### src/sv/smi_ram.sv
// generic single-clock ram, one write port, one registered read port
`default_nettype none
module smi_ram #(
	parameter int WIDTH = 32,
	parameter int DEPTH = 16
) (
	input  wire logic                     clk,
	input  wire logic                     we,
	input  wire logic [$clog2(DEPTH)-1:0] waddr,
	input  wire logic [WIDTH-1:0]         wdata,
	input  wire logic [$clog2(DEPTH)-1:0] raddr,
	output logic      [WIDTH-1:0]         rdata
);

	logic [WIDTH-1:0] mem_q [DEPTH];

	always_ff @(posedge clk) begin
		if (we) begin
			mem_q[waddr] <= wdata;
		end
		rdata <= mem_q[raddr];
	end

endmodule
`default_nettype wire

### config.mk
export PLATFORM = sky130hd
export DESIGN_NAME = smi_ram
export DESIGN_NICKNAME = d
export VERILOG_FILES = /design/src/sv/smi_ram.sv
export SDC_FILE = /design/constraint.sdc
export NUM_CORES = 1
export LEC_CHECK = 0
export ABC_AREA = 0
export BUFFER_PORTS_ARGS = -buffer_cell sky130_fd_sc_hd__buf_2
export CAP_MARGIN = 40
export CELL_PAD_IN_SITES_DETAIL_PLACEMENT = 0
export CELL_PAD_IN_SITES_GLOBAL_PLACEMENT = 1
export CORE_ASPECT_RATIO = 1.75
export CORE_MARGIN = 5
export CORE_UTILIZATION = 40
export DETAILED_ROUTE_END_ITERATION = 8
export PLACE_DENSITY_LB_ADDON = 0.1
export SETUP_SLACK_MARGIN = 0.5
export SYNTH_ARGS = -nofsm -noshare
export SYNTH_HDL_FRONTEND = slang
export SYNTH_SLANG_ARGS = --single-unit
### constraint.sdc
create_clock -name clk -period 3.2 [get_ports clk]
set_clock_uncertainty 0.2 [all_clocks]
set_input_delay 0 -clock clk [delete_from_list [all_inputs] [get_ports clk]]
set_output_delay 0 -clock clk [all_outputs]
set_load 0.02 [all_outputs]
==> results of run 1 <==
## worst min-delay path, cell delays in order
cell and delay (ns):
buf_2 0.12, nand3b_1 0.33, nor2_4 0.23
## per-layer routing
layer	wire length [um]	global-route usage, %	up-vias
li1	-	-	3864
met1	18700	22.9	5026
met2	23800	29.4	233
met3	1970	2.03	56
met4	873	4.31	0
met5	0	0	-
## registers in the layout (all words and copies together) (netlist names)
name / cells
rdata: 32
mem_q: 512
## power by group
group / switching (mW) / internal (mW) / leakage [nW] / total, mW
sequential: 0.0468 / 7.96 / 4.89 / 8.01
combinational: 0.476 / 0.323 / 1.80 / 0.799
clock: 2.50 / 3.32 / 0.785 / 5.82
total: 3.03 / 11.6 / 7.48 / 14.6
## synth_stat cells
library cell and count:
buf_2 4, or3b_2 1, and2_1 1, nand2b_1 2, edfxtp_1 512, clkbuf_1 17, nor3_1 4, buf_4 11
nand3_1 1, a22oi_1 64, buf_6 2, nor2_1 13, nor2b_1 2, nand3b_1 2, buf_1 9, nand2_1 33
dfxtp_1 32, mux4_2 128
## kinds of logic (layout without fill, tap and decap cells)
kind of cell / count (synthesis) / count (layout) / share of synthesized area (%)
DFF: 544 / 544 / 80.7
muxes: 128 / 128 / 14.5
AOI/OAI and AO/OA: 64 / 64 / 2.42
and+or+nand+nor: 59 / 59 / 1.27
buffers and inverters: 43 / 234 / 1.12
## area by class of cell
class	count	area share (%)
multi-input cells	251	16.2
well taps	660	3.54
flip-flops and latches	544	68.7
clock buffers	67	5.85
clock inverters	23	0.993
repair buffers	144	4.76
## path summary, 6_finish.rpt
path	startpoint	end	slack, ns	cells past startpoint
worst min-delay path	we	mem_q[9][24]	0.14	3
worst max-delay path	raddr[2]	rdata[27]	0.81	7
worst min register to register	mem_q[14][0]	rdata[0]	0.46	3
worst max register to register	mem_q[3][27]	rdata[27]	1.24	4
## timing repair
action | CTS | global route
hold endpoints to repair | 558 | 0
resized for setup | 0 | 0
hold buffers | 40 | 0
==> results.py, run 1 <==
metrics = {
    "placement": {
        "place.detailed.hpwl_mm": 23.6,
        "portBuffers": 73,
        "preCtsSetupSlack_ns": 0.962,
        "dp.cells": 1559,
        "place_area_um2": 21300,
        "gp_congestion": 0.732,
    },
    "sta": {
        "period_minus_slack_ns": 2.39,
        "setup_violations": 0,
        "max_clock_freq_mhz": 419,
        "finalCritPeriodShare_pct": 74.6,
        "hold-worst-slack_ns": 0.137,
        "finalMaxSlewViolations": 0,
        "max_slew_margin_pct": 52.4,
        "rsz0062_at_grt": "no",
        "hold_violations": 0,
        "setup_ws_ns": 0.812,
        "tns_ns": 0,
        "tightest_slew_ns": 0.715,
    },
    "setup_path": {
        "crit_required_ns": 3.51,
        "cp_top_family": "buffers and inverters",
        "critPathMaxStageDelay_ns": 0.93,
        "cp-end-kind": "register",
        "critPathLaunchType": "primary input",
        "worstPathArrival_ns": 2.70,
        "crit_path_cell_trace": "dlygate4sd3_1, buf_2, nor2b_4, dlygate4sd3_1, a22oi_1, dlygate4sd3_1, nand2_1",
        "cp_num_buf_inv": 4,
        "path_max_fanout": 8,
        "path_common_cell": "dlygate4sd3_1",
        "cp_slowest_cell": "dlygate4sd3_1",
        "path_class": "primary input to register",
    },
    "status": {
        "outcome": "complete, no violations",
    },
    "flow_run": {
        "drv_cap": 0,
    },
    "synthesis": {
        "syn_inst": 838,
        "synth_top_area_share_pct": 77.4,
        "synth.largest_area_cell": "edfxtp_1",
        "post_synth_main_area_contributors": "edfxtp_1, mux4_2, dfxtp_1, a22oi_1, nand2_1",
        "yosys_warnings": 0,
        "synth_area_um2": 19900,
        "synth_nets": 880,
        "ys_seq_elements": 544,
        "synthDistinctLibCells": 18,
        "synth_seq_area_share_pct": 80.7,
        "avgSynthCellArea_um2": 23.7,
    },
    "cells_and_area": {
        "final_cell_mix": "edfxtp_1, mux4_2, buf_2",
        "final_common_cell": "edfxtp_1",
        "final_net_count": 1031,
        "multi_input_area_um2": 3770,
        "diodes": 0,
        "num-fill-cells": 4027,
        "regArea_um2": 16000,
        "fin_util_pct": 47.3,
        "final_area_um2": 23300,
        "drive_above_1_share_pct": 31.9,
        "fin_cells": 1689,
        "area_growth_pct": 17.5,
    },
    "cts": {
        "clk_latency_ns": 0.56,
        "cts_tree": "yes",
        "path_clk_slew_ns": 0.07,
        "cts_htree_levels": 2,
        "cts_made_buffers": 48,
        "cts.sinks": 544,
        "ctsRootBufferMaster": "clkbuf_16",
        "clock_tree.buffer_depth": 3,
        "cts_setup_buffers": 0,
    },
    "route": {
        "ant_nets": 0,
        "drc": 0,
        "drtPass1Iterations": 4,
        "drt_iter0_markers": 762,
        "wl_mm": 45.3,
        "via_per_inst": 5.43,
        "routedWlPerCell_um": 26.8,
        "vias": 9179,
    },
    "floorplan": {
        "dieArea_um2": 54400,
        "dieWidth_um": 178,
        "io_pins": 74,
        "start_util_pct": 40.3,
        "row_count": 108,
        "core_um2": 49300,
        "die-height_um": 305,
    },
    "grt": {
        "antenna_found_initial": 0,
        "grt_pass1_vias": 10108,
        "grt_max_degree": 53,
        "grt_pass1_wl_mm": 67.6,
        "overflow": 0,
        "track_usage_pct": 17.0,
    },
    "power": {
        "cellLeakagePower_nw": 7.48,
        "power_mw": 14.6,
        "powerDensity_nw_per_um2": 627,
        "worst_ir_drop_vdd_uv": 432,
    },
    "hold_path": {
        "hold_path.class": "primary input to register",
    },
}
No activity file was read; power rests on OpenSTA's default activity.
==> run 2, diff against run 1 <==
==> constraint.sdc (replaced) <==
create_clock -name clk -period 2.5 [get_ports clk]
set_clock_uncertainty 0.2 [all_clocks]
set_input_delay 0 -clock clk [delete_from_list [all_inputs] [get_ports clk]]
set_output_delay 0 -clock clk [all_outputs]
set_load 0.02 [all_outputs]
==> results.py, run 2 (synthesis gave the netlist of run 1 again) <==
metrics = {
    "cts": {
        "cts_made_buffers": 48,
        "clock_tree.buffer_depth": 3,
        "ctsRootBufferMaster": "clkbuf_16",
        "cts_setup_buffers": 0,
        "cts.sinks": 544,
        "cts_tree": "yes",
        "path_clk_slew_ns": 0.07,
        "cts_htree_levels": 2,
        "clk_latency_ns": 0.56,
    },
    "placement": {
        "preCtsSetupSlack_ns": 0.454,
        "portBuffers": 73,
        "place.detailed.hpwl_mm": 22.4,
        "gp_congestion": 0.707,
    },
    "flow_run": {
        "drv_cap": 0,
    },
    "cells_and_area": {
        "area_growth_pct": 18.1,
        "final_cell_mix": "edfxtp_1, mux4_2, buf_2",
        "reg_top3": "mem_q (512), rdata (32)",
        "final_common_cell": "edfxtp_1",
        "largest_reg_flops": 512,
        "num-fill-cells": 4010,
        "regMostFlops": "mem_q",
        "drive_above_1_share_pct": 31.2,
        "diodes": 0,
        "final_net_count": 1027,
    },
    "grt": {
        "track_usage_pct": 16.8,
        "grt_pass1_wl_mm": 66.6,
        "grt_pass1_vias": 10036,
        "overflow": 0,
        "antenna_found_initial": 1,
        "grt_max_degree": 75,
    },
    "setup_path": {
        "crit_required_ns": 2.49,
        "cp_slowest_cell": "dlygate4sd3_1",
        "worstPathArrival_ns": 1.86,
        "path_max_fanout": 32,
        "critPathLaunchType": "primary input",
        "cp_top_family": "buffers and inverters",
        "path_class": "primary input to register",
        "cp-end-kind": "register",
        "cp_num_buf_inv": 3,
        "critPathMaxStageDelay_ns": 0.54,
        "crit_path_cell_trace": "dlygate4sd3_1, buf_2, nand2b_1, nor2_4, buf_4",
    },
    "sta": {
        "max_slew_margin_pct": 55.0,
        "tightest_slew_ns": 0.675,
        "hold_violations": 0,
        "finalCritPeriodShare_pct": 75.0,
        "setup_violations": 0,
        "period_minus_slack_ns": 1.88,
        "rsz0062_at_grt": "no",
        "setup_ws_ns": 0.625,
        "finalMaxSlewViolations": 0,
        "max_clock_freq_mhz": 533,
    },
    "floorplan": {
        "dieWidth_um": 178,
        "io_pins": 74,
        "dieArea_um2": 54400,
        "core_um2": 49300,
        "die-height_um": 305,
        "start_util_pct": 40.3,
        "row_count": 108,
    },
    "route": {
        "drtPass1Iterations": 4,
        "drt_iter0_markers": 590,
        "wl_mm": 45.1,
        "drc": 0,
        "via_per_inst": 5.40,
        "routedWlPerCell_um": 26.8,
        "vias": 9072,
        "ant_nets": 0,
    },
    "status": {
        "outcome": "complete, no violations",
    },
    "power": {
        "power_mw": 18.9,
        "cellLeakagePower_nw": 7.50,
        "worst_ir_drop_vdd_uv": 543,
        "powerDensity_nw_per_um2": 805,
    },
    "hold_path": {
        "hold_path.class": "primary input to register",
    },
}
==> run 2: stage by stage <==
step                      setup TNS, ns  hold WS [ns]  cells  area (um^2)  utilization, %
after global routing                  0         0.108   1681        23500            47.5
after floorplan                  -0.770        -0.101    838        19900               -
final                                 0        0.0293   1681        23500            47.5
after global placement                0         0.161   1557        21500            43.5
after detailed placement              0         0.184   1557        21500            43.5
after CTS                             0        0.0224   1681        23500            47.5
==> run 2: final timing paths <==
path	from	endpoint	slack [ns]	depth (start not counted)
max	waddr[0]	mem_q[2][4]	0.62	5
min	raddr[0]	rdata[12]	0.03	4
max reg2reg	mem_q[3][16]	rdata[16]	0.85	3
min reg2reg	mem_q[15][21]	rdata[21]	0.46	3
==> run 2: worst min-delay path: cells and delay by family <==
| family | cells | cell delay [ns] |
|---|---|---|
| buffers and inverters | 1 | 0.35 |
| muxes | 1 | 0.29 |
| AOI/OAI and AO/OA | 1 | 0.06 |
| and+or+nand+nor | 1 | 0.06 |
==> run 2: final cells by class <==
type	instances	area (um^2)	share of cell area (%)
sequential	544	16000	68.3
multi-input combinational	251	3770	16.1
clock buffer	66	1330	5.67
timing repair buffer	140	1220	5.22
tap	660	826	3.52
clock inverter	20	282	1.20
==> run 2: what timing repair did <==
item / CTS / global route
resized for setup: 0 / 0
hold endpoints to repair: 665 / 0
hold buffers: 38 / 0
==> run 2: layer usage <==
| layer | wire [um] | share of wire, % | vias to the layer above | global-route usage [%] |
|---|---|---|---|---|
| li1 | - | - | 3860 | - |
| met1 | 17200 | 38 | 4949 | 20.3 |
| met2 | 25200 | 56 | 191 | 31.2 |
| met3 | 1460 | 3.2 | 70 | 2.23 |
| met4 | 1200 | 2.7 | 2 | 4.75 |
| met5 | 7 | 0.016 | - | 0 |
==> run 2: where the power goes <==
group | total, mW | switching, mW | internal (mW)
logic | 1.03 | 0.606 | 0.425
registers | 10.3 | 0.0648 | 10.2
clock network | 7.58 | 3.14 | 4.45
